File: config.mk
export PLATFORM = sky130hd
export DESIGN_NAME = pixel_wavelength_poly_eval_unit_flat
export DESIGN_NICKNAME = d
export VERILOG_FILES = /design/src/rtl/pwpe_pkg.sv /design/src/rtl/pwpe_if.sv /design/src/rtl/pwpe_regs.sv /design/src/rtl/pwpe_ctrl.sv /design/src/rtl/pwpe_dp.sv /design/src/rtl/pixel_wavelength_poly_eval_unit.sv /design/src/flat_wrapper.sv
export VERILOG_INCLUDE_DIRS = /design/src /design/src/rtl
export SDC_FILE = /design/constraint.sdc
export NUM_CORES = 2
export LEC_CHECK = 0
export BUFFER_PORTS_ARGS = -buffer_cell sky130_fd_sc_hd__buf_2
export CAP_MARGIN = 20
export CELL_PAD_IN_SITES_DETAIL_PLACEMENT = 0
export CELL_PAD_IN_SITES_GLOBAL_PLACEMENT = 1
export CORE_UTILIZATION = 53
export CTS_CLUSTER_DIAMETER = 80
export CTS_CLUSTER_SIZE = 40
export DETAILED_ROUTE_END_ITERATION = 10
export PLACE_DENSITY = 0.95
export SETUP_SLACK_MARGIN = 0.5
export SYNTH_ARGS = -nofsm -noshare
export SYNTH_HDL_FRONTEND = slang
export SYNTH_SLANG_ARGS = --single-unit
File: constraint.sdc
create_clock -name clk -period 11.8 [get_ports clk]
set_input_delay 0 -clock clk [delete_from_list [all_inputs] [get_ports clk]]
set_output_delay 0 -clock clk [all_outputs]
set_load 0.1 [all_outputs]
File: src/rtl/pixel_wavelength_poly_eval_unit_defines.svh
// ----------------------------------------------------------------------------
// Assertion macros for the pixel wavelength polynomial unit
// Concurrent checks that compile away when SYNTH is set.
// ----------------------------------------------------------------------------
`ifndef PIXEL_WAVELENGTH_POLY_EVAL_UNIT_DEFINES_SVH
`define PIXEL_WAVELENGTH_POLY_EVAL_UNIT_DEFINES_SVH

`ifndef SYNTH
// same-cycle implication
`define PWPE_ASSERT_IMP(lbl, clk, rst, a, c) \
  lbl: assert property (@(posedge clk) disable iff (rst) (a) |-> (c)) \
    else $error("pwpe: same-cycle check failed");
// next-cycle implication
`define PWPE_ASSERT_NXT(lbl, clk, rst, a, c) \
  lbl: assert property (@(posedge clk) disable iff (rst) (a) |=> (c)) \
    else $error("pwpe: next-cycle check failed");
`else
`define PWPE_ASSERT_IMP(lbl, clk, rst, a, c)
`define PWPE_ASSERT_NXT(lbl, clk, rst, a, c)
`endif

`endif

File: src/rtl/pwpe_pkg.sv
// ----------------------------------------------------------------------------
// pwpe_pkg
// Shared widths, constants and types of the wavelength polynomial unit.
// ----------------------------------------------------------------------------
`default_nettype none

package pwpe_pkg;

  localparam int NUM_TERMS  = 5;
  localparam int MAX_CELLS  = 4096;
  localparam int NUM_COEFS  = 5;

  localparam int COEF_W     = 48;
  localparam int CELL_W     = 12;
  localparam int PIX_W      = 13;
  localparam int TERMS_W    = 3;
  localparam int TOL_W      = 24;
  localparam int CNT_W      = 13;
  localparam int X_W        = 14;
  localparam int PROD_W     = COEF_W + X_W;
  localparam int FRAC_SHIFT = 13;
  localparam int COEF_IDX_W = 3;

  localparam int APB_DATA_W = 64;
  localparam int APB_ADDR_W = 6;
  localparam int REG_IDX_W  = 3;

  localparam logic [TERMS_W-1:0] MIN_TERMS = 3'd2;
  localparam logic [TOL_W-1:0]   TOL_RESET = 24'd167772;
  localparam logic [CNT_W-1:0]   CNT_MAX   = {CNT_W{1'b1}};
  localparam logic [COEF_W-1:0]  S48_MAX   = {1'b0, {(COEF_W-1){1'b1}}};
  localparam logic [COEF_W-1:0]  S48_MIN   = {1'b1, {(COEF_W-1){1'b0}}};

  // register map indexes
  localparam logic [REG_IDX_W-1:0] REG_COEF_0     = 3'd0;
  localparam logic [REG_IDX_W-1:0] REG_COEF_1     = 3'd1;
  localparam logic [REG_IDX_W-1:0] REG_COEF_2     = 3'd2;
  localparam logic [REG_IDX_W-1:0] REG_COEF_3     = 3'd3;
  localparam logic [REG_IDX_W-1:0] REG_COEF_4     = 3'd4;
  localparam logic [REG_IDX_W-1:0] REG_PIX_BASE   = 3'd5;
  localparam logic [REG_IDX_W-1:0] REG_TERM_COUNT = 3'd6;
  localparam logic [REG_IDX_W-1:0] REG_TOLERANCE  = 3'd7;

  typedef struct packed {
    logic [NUM_COEFS-1:0][COEF_W-1:0] coef;
    logic [PIX_W-1:0]                 pix_base;
    logic [TERMS_W-1:0]               term_count;
    logic [TOL_W-1:0]                 tolerance;
  } cfg_t;

  typedef struct packed {
    logic                  load;
    logic                  mul;
    logic                  add;
    logic                  fin;
    logic [COEF_IDX_W-1:0] coef_sel;
  } cmd_t;

endpackage

`default_nettype wire

File: src/rtl/pwpe_if.sv
// ----------------------------------------------------------------------------
// pwpe channel interfaces
// Request and response channels with valid/ready handshake.
// ----------------------------------------------------------------------------
`default_nettype none

interface pwpe_req_if;
  logic                              valid;
  logic                              ready;
  logic                              opcode;
  logic [pwpe_pkg::CELL_W-1:0]       cell_req;
  logic signed [pwpe_pkg::COEF_W-1:0] ref_wavelength;
  logic                              last;

  modport source (output valid, output opcode, output cell_req, output ref_wavelength,
                  output last, input ready);
  modport sink   (input valid, input opcode, input cell_req, input ref_wavelength,
                  input last, output ready);
endinterface

interface pwpe_rsp_if;
  logic                               valid;
  logic                               ready;
  logic signed [pwpe_pkg::COEF_W-1:0] wavelength;
  logic                               mismatch;
  logic [pwpe_pkg::CNT_W-1:0]         diff_count;
  logic                               status;
  logic                               run_end;

  modport source (output valid, output wavelength, output mismatch, output diff_count,
                  output status, output run_end, input ready);
  modport sink   (input valid, input wavelength, input mismatch, input diff_count,
                  input status, input run_end, output ready);
endinterface

`default_nettype wire

File: src/rtl/pwpe_regs.sv
// ----------------------------------------------------------------------------
// pwpe_regs
// APB register file holding coefficients, pixel base, term count, tolerance.
// ----------------------------------------------------------------------------
`default_nettype none

module pwpe_regs (
  input  wire logic                                clk,
  input  wire logic                                rst,
  input  wire logic                                psel,
  input  wire logic                                penable,
  input  wire logic                                pwrite,
  input  wire logic [pwpe_pkg::APB_ADDR_W-1:0]     paddr,
  input  wire logic [pwpe_pkg::APB_DATA_W-1:0]     pwdata,
  output logic      [pwpe_pkg::APB_DATA_W-1:0]     prdata,
  output logic                                     pready,
  output pwpe_pkg::cfg_t                           cfg
);

  logic [pwpe_pkg::REG_IDX_W-1:0] idx;
  logic                           wr_en;

  // registers sit on 8-byte boundaries
  assign idx    = paddr[pwpe_pkg::APB_ADDR_W-1:3];
  assign wr_en  = psel && penable && pwrite && pready;
  assign pready = 1'b1;

  always_ff @(posedge clk) begin
    if (rst) begin
      cfg.coef       <= '0;
      cfg.pix_base   <= '0;
      cfg.term_count <= '0;
      cfg.tolerance  <= pwpe_pkg::TOL_RESET;
    end else if (wr_en) begin
      case (idx) inside
        pwpe_pkg::REG_COEF_0, pwpe_pkg::REG_COEF_1, pwpe_pkg::REG_COEF_2,
        pwpe_pkg::REG_COEF_3, pwpe_pkg::REG_COEF_4: begin
          cfg.coef[idx] <= pwdata[pwpe_pkg::COEF_W-1:0];
        end
        pwpe_pkg::REG_PIX_BASE: begin
          cfg.pix_base <= pwdata[pwpe_pkg::PIX_W-1:0];
        end
        pwpe_pkg::REG_TERM_COUNT: begin
          cfg.term_count <= pwdata[pwpe_pkg::TERMS_W-1:0];
        end
        pwpe_pkg::REG_TOLERANCE: begin
          cfg.tolerance <= pwdata[pwpe_pkg::TOL_W-1:0];
        end
        default: begin
        end
      endcase
    end
  end

  always_comb begin
    prdata = '0;
    case (idx) inside
      pwpe_pkg::REG_COEF_0, pwpe_pkg::REG_COEF_1, pwpe_pkg::REG_COEF_2,
      pwpe_pkg::REG_COEF_3, pwpe_pkg::REG_COEF_4: begin
        prdata = {{(pwpe_pkg::APB_DATA_W-pwpe_pkg::COEF_W){1'b0}}, cfg.coef[idx]};
      end
      pwpe_pkg::REG_PIX_BASE: begin
        prdata = {{(pwpe_pkg::APB_DATA_W-pwpe_pkg::PIX_W){1'b0}}, cfg.pix_base};
      end
      pwpe_pkg::REG_TERM_COUNT: begin
        prdata = {{(pwpe_pkg::APB_DATA_W-pwpe_pkg::TERMS_W){1'b0}}, cfg.term_count};
      end
      pwpe_pkg::REG_TOLERANCE: begin
        prdata = {{(pwpe_pkg::APB_DATA_W-pwpe_pkg::TOL_W){1'b0}}, cfg.tolerance};
      end
      default: begin
        prdata = '0;
      end
    endcase
  end

endmodule

`default_nettype wire

File: src/rtl/pwpe_ctrl.sv
// ----------------------------------------------------------------------------
// pwpe_ctrl
// Sequencer: load, then multiply/add per Horner step, then finish.
// ----------------------------------------------------------------------------
`default_nettype none

module pwpe_ctrl (
  input  wire logic           clk,
  input  wire logic           rst,
  input  wire logic           in_valid,
  output logic                in_ready,
  output logic                out_valid,
  input  wire logic           out_ready,
  output pwpe_pkg::cmd_t      cmd
);

  localparam logic [1:0] S_IDLE = 2'd0;
  localparam logic [1:0] S_MUL  = 2'd1;
  localparam logic [1:0] S_ADD  = 2'd2;
  localparam logic [1:0] S_FIN  = 2'd3;

  localparam logic [pwpe_pkg::COEF_IDX_W-1:0] STEP_FIRST =
    pwpe_pkg::COEF_IDX_W'(pwpe_pkg::NUM_TERMS - 2);

  logic [1:0]                        state, state_next;
  logic [pwpe_pkg::COEF_IDX_W-1:0]   step, step_next;
  logic                              out_valid_next;
  logic                              fin_go;

  assign in_ready = (state == S_IDLE);
  // result register must be free before it is overwritten
  assign fin_go   = (state == S_FIN) && (!out_valid || out_ready);

  always_comb begin
    state_next     = state;
    step_next      = step;
    out_valid_next = out_valid && !out_ready;
    cmd            = '0;
    cmd.coef_sel   = step;
    case (state)
      S_IDLE: begin
        if (in_valid) begin
          cmd.load   = 1'b1;
          step_next  = STEP_FIRST;
          state_next = S_MUL;
        end
      end
      S_MUL: begin
        cmd.mul    = 1'b1;
        state_next = S_ADD;
      end
      S_ADD: begin
        cmd.add = 1'b1;
        if (step == '0) begin
          state_next = S_FIN;
        end else begin
          step_next  = step - 1'b1;
          state_next = S_MUL;
        end
      end
      S_FIN: begin
        if (fin_go) begin
          cmd.fin        = 1'b1;
          out_valid_next = 1'b1;
          state_next     = S_IDLE;
        end
      end
      default: begin
        state_next = S_IDLE;
      end
    endcase
  end

  always_ff @(posedge clk) begin
    if (rst) begin
      state     <= S_IDLE;
      step      <= '0;
      out_valid <= 1'b0;
    end else begin
      state     <= state_next;
      step      <= step_next;
      out_valid <= out_valid_next;
    end
  end

endmodule

`default_nettype wire

File: src/rtl/pwpe_dp.sv
// ----------------------------------------------------------------------------
// pwpe_dp
// Datapath: shared 48x14 multiplier, round/add/saturate, verify compare,
// mismatch counter and result register.
// ----------------------------------------------------------------------------
`default_nettype none

module pwpe_dp (
  input  wire logic                                  clk,
  input  wire logic                                  rst,
  input  wire pwpe_pkg::cmd_t                        cmd,
  input  wire pwpe_pkg::cfg_t                        cfg,
  input  wire logic                                  opcode,
  input  wire logic        [pwpe_pkg::CELL_W-1:0]    cell_req,
  input  wire logic signed [pwpe_pkg::COEF_W-1:0]    ref_wavelength,
  input  wire logic                                  last,
  output logic signed      [pwpe_pkg::COEF_W-1:0]    wavelength,
  output logic                                       mismatch,
  output logic             [pwpe_pkg::CNT_W-1:0]     diff_count,
  output logic                                       status,
  output logic                                       run_end
);

  localparam int CW = pwpe_pkg::COEF_W;
  localparam int SH_W = pwpe_pkg::PROD_W - pwpe_pkg::FRAC_SHIFT;
  localparam int EW = CW + 2;
  localparam logic signed [pwpe_pkg::PROD_W-1:0] RND_HALF =
    pwpe_pkg::PROD_W'(1) << (pwpe_pkg::FRAC_SHIFT - 1);

  logic signed [CW-1:0]                acc;
  logic signed [pwpe_pkg::X_W-1:0]     x;
  logic signed [pwpe_pkg::PROD_W-1:0]  prod;
  logic                                op_q;
  logic signed [CW-1:0]                ref_q;
  logic                                last_q;
  logic        [pwpe_pkg::CNT_W-1:0]   cnt;

  logic        [pwpe_pkg::CELL_W-1:0]  cell_sat;
  logic signed [pwpe_pkg::X_W-1:0]     x_next;
  logic signed [pwpe_pkg::PROD_W-1:0]  rnd;
  logic signed [SH_W-1:0]              sh;
  logic signed [EW-1:0]                sh_ext, c_ext, sum;
  logic        [CW-1:0]                c_sel;
  logic                                ovf;
  logic signed [CW-1:0]                acc_add;
  logic signed [EW-1:0]                acc_ext, ref_ext, tol_ext, d_pos, d_neg;
  logic                                fail, mis, out_of_tol;
  logic        [pwpe_pkg::CNT_W-1:0]   cnt_upd;

  always_comb begin
    if ((pwpe_pkg::CELL_W + 1)'(cell_req) >= (pwpe_pkg::CELL_W + 1)'(pwpe_pkg::MAX_CELLS)) begin
      cell_sat = pwpe_pkg::CELL_W'(pwpe_pkg::MAX_CELLS - 1);
    end else begin
      cell_sat = cell_req;
    end
    x_next = $signed({2'b00, cell_sat}) + $signed({cfg.pix_base[pwpe_pkg::PIX_W-1], cfg.pix_base});

    // round to nearest, ties up, then floor shift
    rnd     = prod + RND_HALF;
    sh      = rnd[pwpe_pkg::PROD_W-1:pwpe_pkg::FRAC_SHIFT];
    c_sel   = cfg.coef[cmd.coef_sel];
    sh_ext  = {sh[SH_W-1], sh};
    c_ext   = {{2{c_sel[CW-1]}}, c_sel};
    sum     = sh_ext + c_ext;
    ovf     = (sum[EW-1:CW-1] != 3'b000) && (sum[EW-1:CW-1] != 3'b111);
    if (ovf) begin
      acc_add = sum[EW-1] ? pwpe_pkg::S48_MIN : pwpe_pkg::S48_MAX;
    end else begin
      acc_add = sum[CW-1:0];
    end

    acc_ext    = {{2{acc[CW-1]}}, acc};
    ref_ext    = {{2{ref_q[CW-1]}}, ref_q};
    tol_ext    = {{(EW-pwpe_pkg::TOL_W){1'b0}}, cfg.tolerance};
    d_pos      = ref_ext - acc_ext;
    d_neg      = acc_ext - ref_ext;
    out_of_tol = (d_pos > tol_ext) || (d_neg > tol_ext);

    fail    = cfg.term_count < pwpe_pkg::MIN_TERMS;
    mis     = !fail && op_q && out_of_tol;
    cnt_upd = cnt + pwpe_pkg::CNT_W'(mis && (cnt != pwpe_pkg::CNT_MAX));
  end

  always_ff @(posedge clk) begin
    if (cmd.load) begin
      op_q   <= opcode;
      ref_q  <= ref_wavelength;
      last_q <= last;
      x      <= x_next;
      acc    <= cfg.coef[pwpe_pkg::NUM_TERMS-1];
    end else if (cmd.add) begin
      acc <= acc_add;
    end
    if (cmd.mul) begin
      prod <= acc * x;
    end
    if (cmd.fin) begin
      wavelength <= fail ? '0 : acc;
      mismatch   <= mis;
      diff_count <= cnt_upd;
      status     <= fail;
      run_end    <= last_q;
    end
  end

  always_ff @(posedge clk) begin
    if (rst) begin
      cnt <= '0;
    end else if (cmd.fin) begin
      cnt <= last_q ? '0 : cnt_upd;
    end
  end

endmodule

`default_nettype wire

File: src/rtl/pixel_wavelength_poly_eval_unit.sv
// ----------------------------------------------------------------------------
// pixel_wavelength_poly_eval_unit
// Degree-4 calibration polynomial over detector cells with verify compare.
// ----------------------------------------------------------------------------
// Usage:
//   req carries one item per detector cell: opcode (compute/verify),
//   cell_req, ref_wavelength and last. rsp returns one item per request:
//   saturated Q23.24 wavelength, mismatch flag, run mismatch count,
//   status and the echoed last flag. Coefficients, pixel base, term count
//   and tolerance are written over the APB port while the unit is idle.
//   Four Horner steps share a single 48x14 multiplier. Each item runs
//   a load step, then per Horner step a multiply and a round/add/saturate
//   step, then a compare step; a new request is taken only once the
//   previous item has left the compare step.
//   The next request is taken while the previous result is still waiting
//   in the output register. If the receiver stalls, the unit finishes the
//   pending item and holds in its compare step until the register frees.
//   Reset clears the sequencer, output valid, the mismatch counter and the
//   register file to its defaults (tolerance about 0.01).
// ----------------------------------------------------------------------------
`default_nettype none
`include "pixel_wavelength_poly_eval_unit_defines.svh"

module pixel_wavelength_poly_eval_unit (
  input  wire logic                              clk,
  input  wire logic                              rst,
  input  wire logic                              psel,
  input  wire logic                              penable,
  input  wire logic                              pwrite,
  input  wire logic [pwpe_pkg::APB_ADDR_W-1:0]   paddr,
  input  wire logic [pwpe_pkg::APB_DATA_W-1:0]   pwdata,
  output logic      [pwpe_pkg::APB_DATA_W-1:0]   prdata,
  output logic                                   pready,
  pwpe_req_if.sink                               req,
  pwpe_rsp_if.source                             rsp
);

  pwpe_pkg::cfg_t cfg;
  pwpe_pkg::cmd_t cmd;

  pwpe_regs u_regs (
    .clk     (clk),
    .rst     (rst),
    .psel    (psel),
    .penable (penable),
    .pwrite  (pwrite),
    .paddr   (paddr),
    .pwdata  (pwdata),
    .prdata  (prdata),
    .pready  (pready),
    .cfg     (cfg)
  );

  pwpe_ctrl u_ctrl (
    .clk       (clk),
    .rst       (rst),
    .in_valid  (req.valid),
    .in_ready  (req.ready),
    .out_valid (rsp.valid),
    .out_ready (rsp.ready),
    .cmd       (cmd)
  );

  pwpe_dp u_dp (
    .clk            (clk),
    .rst            (rst),
    .cmd            (cmd),
    .cfg            (cfg),
    .opcode         (req.opcode),
    .cell_req       (req.cell_req),
    .ref_wavelength (req.ref_wavelength),
    .last           (req.last),
    .wavelength     (rsp.wavelength),
    .mismatch       (rsp.mismatch),
    .diff_count     (rsp.diff_count),
    .status         (rsp.status),
    .run_end        (rsp.run_end)
  );

  // a failed item never reports a value or a mismatch
  `PWPE_ASSERT_IMP(a_fail_clean, clk, rst, rsp.valid && rsp.status, (rsp.wavelength == '0) && !rsp.mismatch)
  // a reported mismatch is always counted
  `PWPE_ASSERT_IMP(a_mis_counted, clk, rst, rsp.valid && rsp.mismatch, rsp.diff_count != '0)
  // one item in flight: no second request right after an accept
  `PWPE_ASSERT_NXT(a_one_item, clk, rst, req.valid && req.ready, !req.ready)

endmodule

`default_nettype wire

File: src/flat_wrapper.sv
// flat-port wrapper written by rule: the top's interface ports become plain ports
module pixel_wavelength_poly_eval_unit_flat 
  (clk, rst, psel, penable, pwrite, paddr, pwdata, prdata, pready, req_valid, req_opcode, req_cell_req, req_ref_wavelength, req_last, req_ready, rsp_valid, rsp_wavelength, rsp_mismatch, rsp_diff_count, rsp_status, rsp_run_end, rsp_ready);
  pwpe_req_if req_i ();
  pwpe_rsp_if rsp_i ();
  input  wire logic clk;
  input  wire logic rst;
  input  wire logic psel;
  input  wire logic penable;
  input  wire logic pwrite;
  input  wire logic [pwpe_pkg::APB_ADDR_W-1:0] paddr;
  input  wire logic [pwpe_pkg::APB_DATA_W-1:0] pwdata;
  output logic      [pwpe_pkg::APB_DATA_W-1:0] prdata;
  output logic pready;
  input wire logic [$bits(req_i.valid)-1:0] req_valid;
  input wire logic [$bits(req_i.opcode)-1:0] req_opcode;
  input wire logic [$bits(req_i.cell_req)-1:0] req_cell_req;
  input wire logic [$bits(req_i.ref_wavelength)-1:0] req_ref_wavelength;
  input wire logic [$bits(req_i.last)-1:0] req_last;
  output wire logic [$bits(req_i.ready)-1:0] req_ready;
  output wire logic [$bits(rsp_i.valid)-1:0] rsp_valid;
  output wire logic [$bits(rsp_i.wavelength)-1:0] rsp_wavelength;
  output wire logic [$bits(rsp_i.mismatch)-1:0] rsp_mismatch;
  output wire logic [$bits(rsp_i.diff_count)-1:0] rsp_diff_count;
  output wire logic [$bits(rsp_i.status)-1:0] rsp_status;
  output wire logic [$bits(rsp_i.run_end)-1:0] rsp_run_end;
  input wire logic [$bits(rsp_i.ready)-1:0] rsp_ready;
  assign req_i.valid = req_valid;
  assign req_i.opcode = req_opcode;
  assign req_i.cell_req = req_cell_req;
  assign req_i.ref_wavelength = req_ref_wavelength;
  assign req_i.last = req_last;
  assign req_ready = req_i.ready;
  assign rsp_valid = rsp_i.valid;
  assign rsp_wavelength = rsp_i.wavelength;
  assign rsp_mismatch = rsp_i.mismatch;
  assign rsp_diff_count = rsp_i.diff_count;
  assign rsp_status = rsp_i.status;
  assign rsp_run_end = rsp_i.run_end;
  assign rsp_i.ready = rsp_ready;
  pixel_wavelength_poly_eval_unit u_core (.clk(clk), .rst(rst), .psel(psel), .penable(penable), .pwrite(pwrite), .paddr(paddr), .pwdata(pwdata), .prdata(prdata), .pready(pready), .req(req_i), .rsp(rsp_i));
endmodule
# [Word level (Yosys, flattened, before mapping)]
# Cells that the tools add are included.
# Widths: inputs -> output; s select.
[totals] in_bits=139 reg_bits=537 word_cells=113
[classes] eq_ne=15 n_reduce_logical=27 n_addsub=7 muxes=31 multipliers=1 bitwise=3 order_cmp=6
[ops] cell="$mux 48" n=8
[ops] cell="$bmux 48 s3" n=2
[ops] cell="$bwmux 240" n=1
[ops] cell="$demux 48 s3" n=1
[ops] cell="$gt 49x25->1" n=2
[ops] cell="$sub 48x48->49" n=2
[ops] cell="$mux 24" n=3
[ops] cell="$add 62x14->62 const B" n=1
[ops] cell="$mul 48x14->62" n=1
[ops] cell="$add 49x48->50" n=1
[ops] cell="$add 13x13->14" n=1
[ops] cell="$add 13x1->13" n=1
[ops] cell="$mux 13" n=1
[ops] cell="$ne 13x13->1 const B" n=1
[ops] cell="$eq 3x3->1 const B" n=4
[ops] cell="$logic_and 1x1->1" n=9
[ops] cell="$lt 3x4->1 const B" n=2
[ops] cell="$mux 1" n=8
[ops] cell="$pmux 2 s4" n=1
[ops] cell="$eq 3x2->1 const B" n=2
[ops] cell="$logic_not 3->1" n=2
[ops] cell="$mux 2" n=3
[ops] cell="$mux 3" n=2
[ops] cell="$ne 2x2->1 const B" n=3
[ops] cell="19 further kinds" n=28

# [Longest topological paths before layout]
[logic_depth] depth_word=8 depth_mapped=34 mapped_depth_nobuf=34

# [Hierarchy]
# Synthesis repeated with hierarchy kept, for this count alone.
[unflattened] hier_cells=6238 hier_area_um2=54431.0
[by_module_without_submodules] mod="pwpe_dp" n_inst=1 cells_per_inst=4716 seq_area_each_um2=7046.8 area_per_inst_um2=42127.9
[by_module_without_submodules] mod="pwpe_regs" n_inst=1 cells_per_inst=1482 seq_area_each_um2=5605.4 area_per_inst_um2=11971.5
[by_module_without_submodules] mod="pwpe_ctrl" n_inst=1 cells_per_inst=40 seq_area_each_um2=120.1 area_per_inst_um2=331.6

# [Least setup slack after synthesis]
# No wires, ideal clock.
[synth_path] path_kind="flip-flop to flip-flop" startpoint="reg u_core.u_dp.x[2] (netlist name)" endpoint="reg u_core.u_dp.prod[48] (netlist name), data pin" path_buffers=2 setup_time_ns=0.262 path_stages_with_launch=28 slack_ns=4.914 arrival_ns=6.624 period_less_slack_ns=6.886 cell_sequence="edfxtp_1 -> clkbuf_1 -> buf_1 -> nand2_1 -> fa_1 -> inv_1 -> fa_1 -> fa_1 -> inv_1 -> fa_1 -> inv_1 -> fa_1 -> inv_1 -> fa_1 -> inv_1 -> ha_1 -> a21o_1 -> a21o_1 -> a21oi_1 -> o21ai_0 -> a311o_1 -> a2111oi_0 -> nand3_1 -> a31oi_1 -> o21ai_0 -> a21oi_1 -> o21bai_1 -> xor2_1"
[synth_between] elab_chain_cells=1
[synth_rtl] item="from (decl)" line_no="pwpe_dp.sv:31" source="logic signed [pwpe_pkg::X_W-1:0] x;"
[synth_rtl] item="from (signal assigned)" line_no="pwpe_dp.sv:89" source="x <= x_next;"
[synth_rtl] item="$mul 48x14->62" line_no="pwpe_dp.sv:95" source="prod <= acc * x;"
[synth_rtl] item="to (signal assigned)" line_no="pwpe_dp.sv:95"
[synth_rtl] item="to (decl)" line_no="pwpe_dp.sv:32" source="logic signed [pwpe_pkg::PROD_W-1:0] prod;"
# No other way between the ends.
# A chain may end at the register's enable or synchronous reset.

# [Final worst setup path]
[layout_path] startpoint="reg u_core.u_dp.acc[4]" endpoint="reg u_core.u_dp.cnt[11] (netlist name)"
[layout_between] elab_chain_cells=7 word_cells_on_any_way=9 cone_classes="add/sub: 3; order compare: 2; mux: 1; reduce/logical: 3"
[layout_rtl] item="from (decl)" line_no="pwpe_dp.sv:30" source="logic signed [CW-1:0] acc;"
[layout_rtl] item="from (signal assigned)" line_no="pwpe_dp.sv:90" source="acc <= cfg.coef[pwpe_pkg::NUM_TERMS-1];"
[layout_rtl] item="$sub 48x48->49 (on tied branches)" line_no="pwpe_dp.sv:75, pwpe_dp.sv:76"
[layout_rtl] item="$gt 49x25->1" line_no="pwpe_dp.sv:77" source="out_of_tol = (d_pos > tol_ext) || (d_neg > tol_ext);"
[layout_rtl] item="$logic_or 1x1->1 (*)" line_no="pwpe_dp.sv:77"
[layout_rtl] item="$logic_and 1x1->1 (*)" line_no="pwpe_dp.sv:80" source="mis = !fail && op_q && out_of_tol;"
[layout_rtl] item="$logic_and 1x1->1 (*)" line_no="pwpe_dp.sv:81" source="cnt_upd = cnt + pwpe_pkg::CNT_W'(mis && (cnt != pwpe_pkg::CNT_MAX));"
[layout_rtl] item="$add 13x1->13 (*)" line_no="pwpe_dp.sv:81"
[layout_rtl] item="named net u_core.u_dp.cnt_upd, one bit" line_no="pwpe_dp.sv:48" source="logic [pwpe_pkg::CNT_W-1:0] cnt_upd;"
[layout_rtl] item="$mux 13 (*)" line_no="pwpe_dp.sv:110" source="cnt <= last_q ? '0 : cnt_upd;"
[layout_rtl] item="to (signal assigned)" line_no="pwpe_dp.sv:110"
[layout_rtl] item="to (decl)" line_no="pwpe_dp.sv:36" source="logic [pwpe_pkg::CNT_W-1:0] cnt;"
# Mark *: on every way through the listed nets, which the timed path passes. The rest lies on a longest branch.

==> flow_summary.yaml <==
place:
  place_congestion: 0.983
  io_buffers: 233
  dp_hpwl_mm: 123
logic_synthesis:
  yosys_register_bits: 525
  ys_seq_area_frac: 0.234
  syn_area_um2: 54600
  ys_warn_count: 0
  synth.avg_cell_area_um2: 8.63
  synth-edff-count: 226
  yosysMostFrequentCell: "nand2_1"
  synth_top_flop_cell: "dfxtp_1"
  synth.top_cell.area_share: 0.222
  synth_common_cells: "nand2_1, inv_1, fa_1, a21oi_1, nor2_1"
  synthTopCellsByArea: "fa_1, edfxtp_1, dfxtp_1, nand2_1, ha_1"
  yosysTopAreaCell: "fa_1"
  ys_async_sr_fraction: 0
  syn_inst: 6330
  synth_cell_types: 86
layout:
  syn_to_final_growth_pct: 8.80
  finalNetCount: 7547
  drive_gt1_frac: 0.0774
  post-route-util: 0.583
timing:
  post-route-period-util: 0.784
  finalHoldViolations: 0
  skew_ns: 0.0512
  fmax_mhz: 108
  worst_pin_slew_ns: 1.16
  grt_setup_unrepaired: "false"
  period_minus_slack_ns: 9.25
  setup-tns-final_ns: 0
  relSlewSlack: 0.222
  slew_violations: 0
  setup_violations: 0
global_route:
  grt_max_degree: 101
  grt_pass1_wl_mm: 257
  gr-usage-all-layers: 0.316
  overflow: 0
  grt_pass1_vias: 45800
  antenna_found_initial: 2
die:
  io_pins: 270
  die-area_um2: 104000
  die_w_um: 323
  core.rowCount: 117
  die_h_um: 323
  initial_core_util: 0.535
  coreArea_um2: 102000
setup_path:
  worstPathMaxFanout: 16
  r2r_slack_ns: 2.55
  arrival_ns: 9.81
  timing.rr.start: "u_core.u_dp.acc[4]"
  rr_endpoint: "u_core.u_dp.cnt[11]"
  required_ns: 12.36
  cp_slowest_stage_delay_ns: 0.83
  startpoint_type: "flop"
  cp_slowest_cell: "edfxtp_1"
  crit_path_frequent_cell: "and3_1"
  crit_type: "flop to flop"
  endpoint_kind: "flop"
  rr_worst_depth: 31
drt:
  vias_per_cell: 5.82
  wl_mm: 164
  drcViolationCount: 0
  wl_per_cell_um: 20.8
  first_iter_violations: 4222
  routed-via-count: 45700
  detail-route-antenna-nets: 0
  firstDrtPassIters: 6
run:
  maxCapViolations: 0
clock_network:
  clockBufferDepth: 3
  path_clk_slew_ns: 0.12
  htreeDepth: 1
  cts_sinks: 525
  cts_made_buffers: 29
  post-cts-setup-buffers: 0
  clock_latency_ns: 0.70
  cts_root_buf: "clkbuf_16"
  cts_tree: "done"
status:
  status: "completed"
worst_hold_path:
  hold_start: "req_ref_wavelength[15]"
  hold_depth: 2
  whs_endpoint: "u_core.u_dp.ref_q[15]"
  hp-class: "primary input to flop"
-- cell usage in the layout (no fill, tap or decap), drive strengths merged, types with 36 or more instances in the layout --
cell type    instances
a21o                97
edfxtp             226
and2               274
nor3                38
a211oi              46
nand3               75
dlygate4sd3        139
nand2             1160
nor2               345
inv                819
fa                 606
xor2                67
o21ai              237
mux4                76
ha                 341
dfxtp              299
xnor2              164
a21oi              577
nor2b               36
nand4               62
mux2i               55
buf                308
-- layout make-up --
class	instances	area, um2
fillers	8886	42600
multi-input cells	4643	37400
flip-flops and latches	525	12800
repair buffers	448	3140
inverters	814	3060
well taps	1368	1710
clock buffers	29	726
clock inverters	25	569
diodes	3	7.51
-- kinds of logic (layout without fill, tap and decap cells) --
logic type	after synthesis	after routing	share of synthesized area
DFF	525	525	0.234
buffers and inverters	1177	1316	0.0832
AOI/OAI and AO/OA	1194	1194	0.130
muxes	148	148	0.0450
other	2	20	0.000137
and+or+nand+nor	2106	2106	0.171
adders and majority gates	947	947	0.300
xor gates and xnor gates	231	231	0.0370
-- sequential cells by signal, indices dropped and copies added, names as in the netlist, 3 cells and up --
name,count
u_core.u_dp.x,14
u_core.u_regs.cfg,280
u_core.u_dp.cnt,13
u_core.u_dp.acc,48
u_core.u_dp.diff_count,13
u_core.u_dp.ref_q,48
u_core.u_dp.prod,50
u_core.u_dp.wavelength,48
u_core.u_ctrl.step,3
-- metrics by stage --
step / hold slack, ns / worst slack (ns) / area [um2] / cells
after CTS: 0.00000616 / 2.74 / 59400 / 7852
after detailed placement: 0.178 / 2.80 / 56700 / 7659
after global routing: 0.0105 / 1.89 / 59400 / 7852
after floorplan: 0.0989 / 4.91 / 54700 / 6345
final: 0.0283 / 2.55 / 59400 / 7855
after global placement: 0.178 / 3.04 / 56700 / 7659
-- what timing repair did --
| item | CTS | global route |
|---|---|---|
| gates resized for setup | 0 | 0 |
| hold buffers | 139 | 0 |
| hold endpoints to repair | 351 | 0 |
| setup endpoints to repair | 0 | 0 |
-- layer usage --
| layer | GRT usage | share of wire | vias up |
|---|---|---|---|
| met3 | 0.0691 | 0.097 | 312 |
| li1 | - | - | 20900 |
| met4 | 0.117 | 0.039 | 2 |
| met2 | 0.497 | 0.45 | 2080 |
| met1 | 0.428 | 0.41 | 22400 |
| met5 | 0 | 0.00010 | - |
-- critical path, delay by kind of cell (launching register included) --
kind	cells	cell delay, ns
buffers and inverters	1	0.18
XOR/XNOR	2	0.27
AO/OA/AOI/OAI	14	4.10
adder cells (fa/ha/maj)	3	1.25
flip-flops	1	0.83
AND/OR/NAND/NOR	11	2.45
-- worst max-delay path by stage --
stage / startpoint / to / slack [ns] / cells past startpoint
after floorplan: u_core.u_dp.x[2] / u_core.u_dp.prod[48] / 4.91 / 27
after global placement: u_core.u_dp.acc[4] / u_core.u_dp.cnt[11] / 3.04 / 31
after detailed placement: u_core.u_dp.acc[4] / u_core.u_dp.cnt[11] / 2.80 / 31
after CTS: u_core.u_dp.acc[4] / u_core.u_dp.cnt[11] / 2.74 / 31
after global routing: u_core.u_dp.acc[4] / u_core.u_dp.cnt[11] / 1.89 / 31
final: u_core.u_dp.acc[4] / u_core.u_dp.cnt[11] / 2.55 / 31
Power is left out: the tool's default activity adds up to more than one toggle a clock period on the data nets, which glitch-free logic cannot reach.
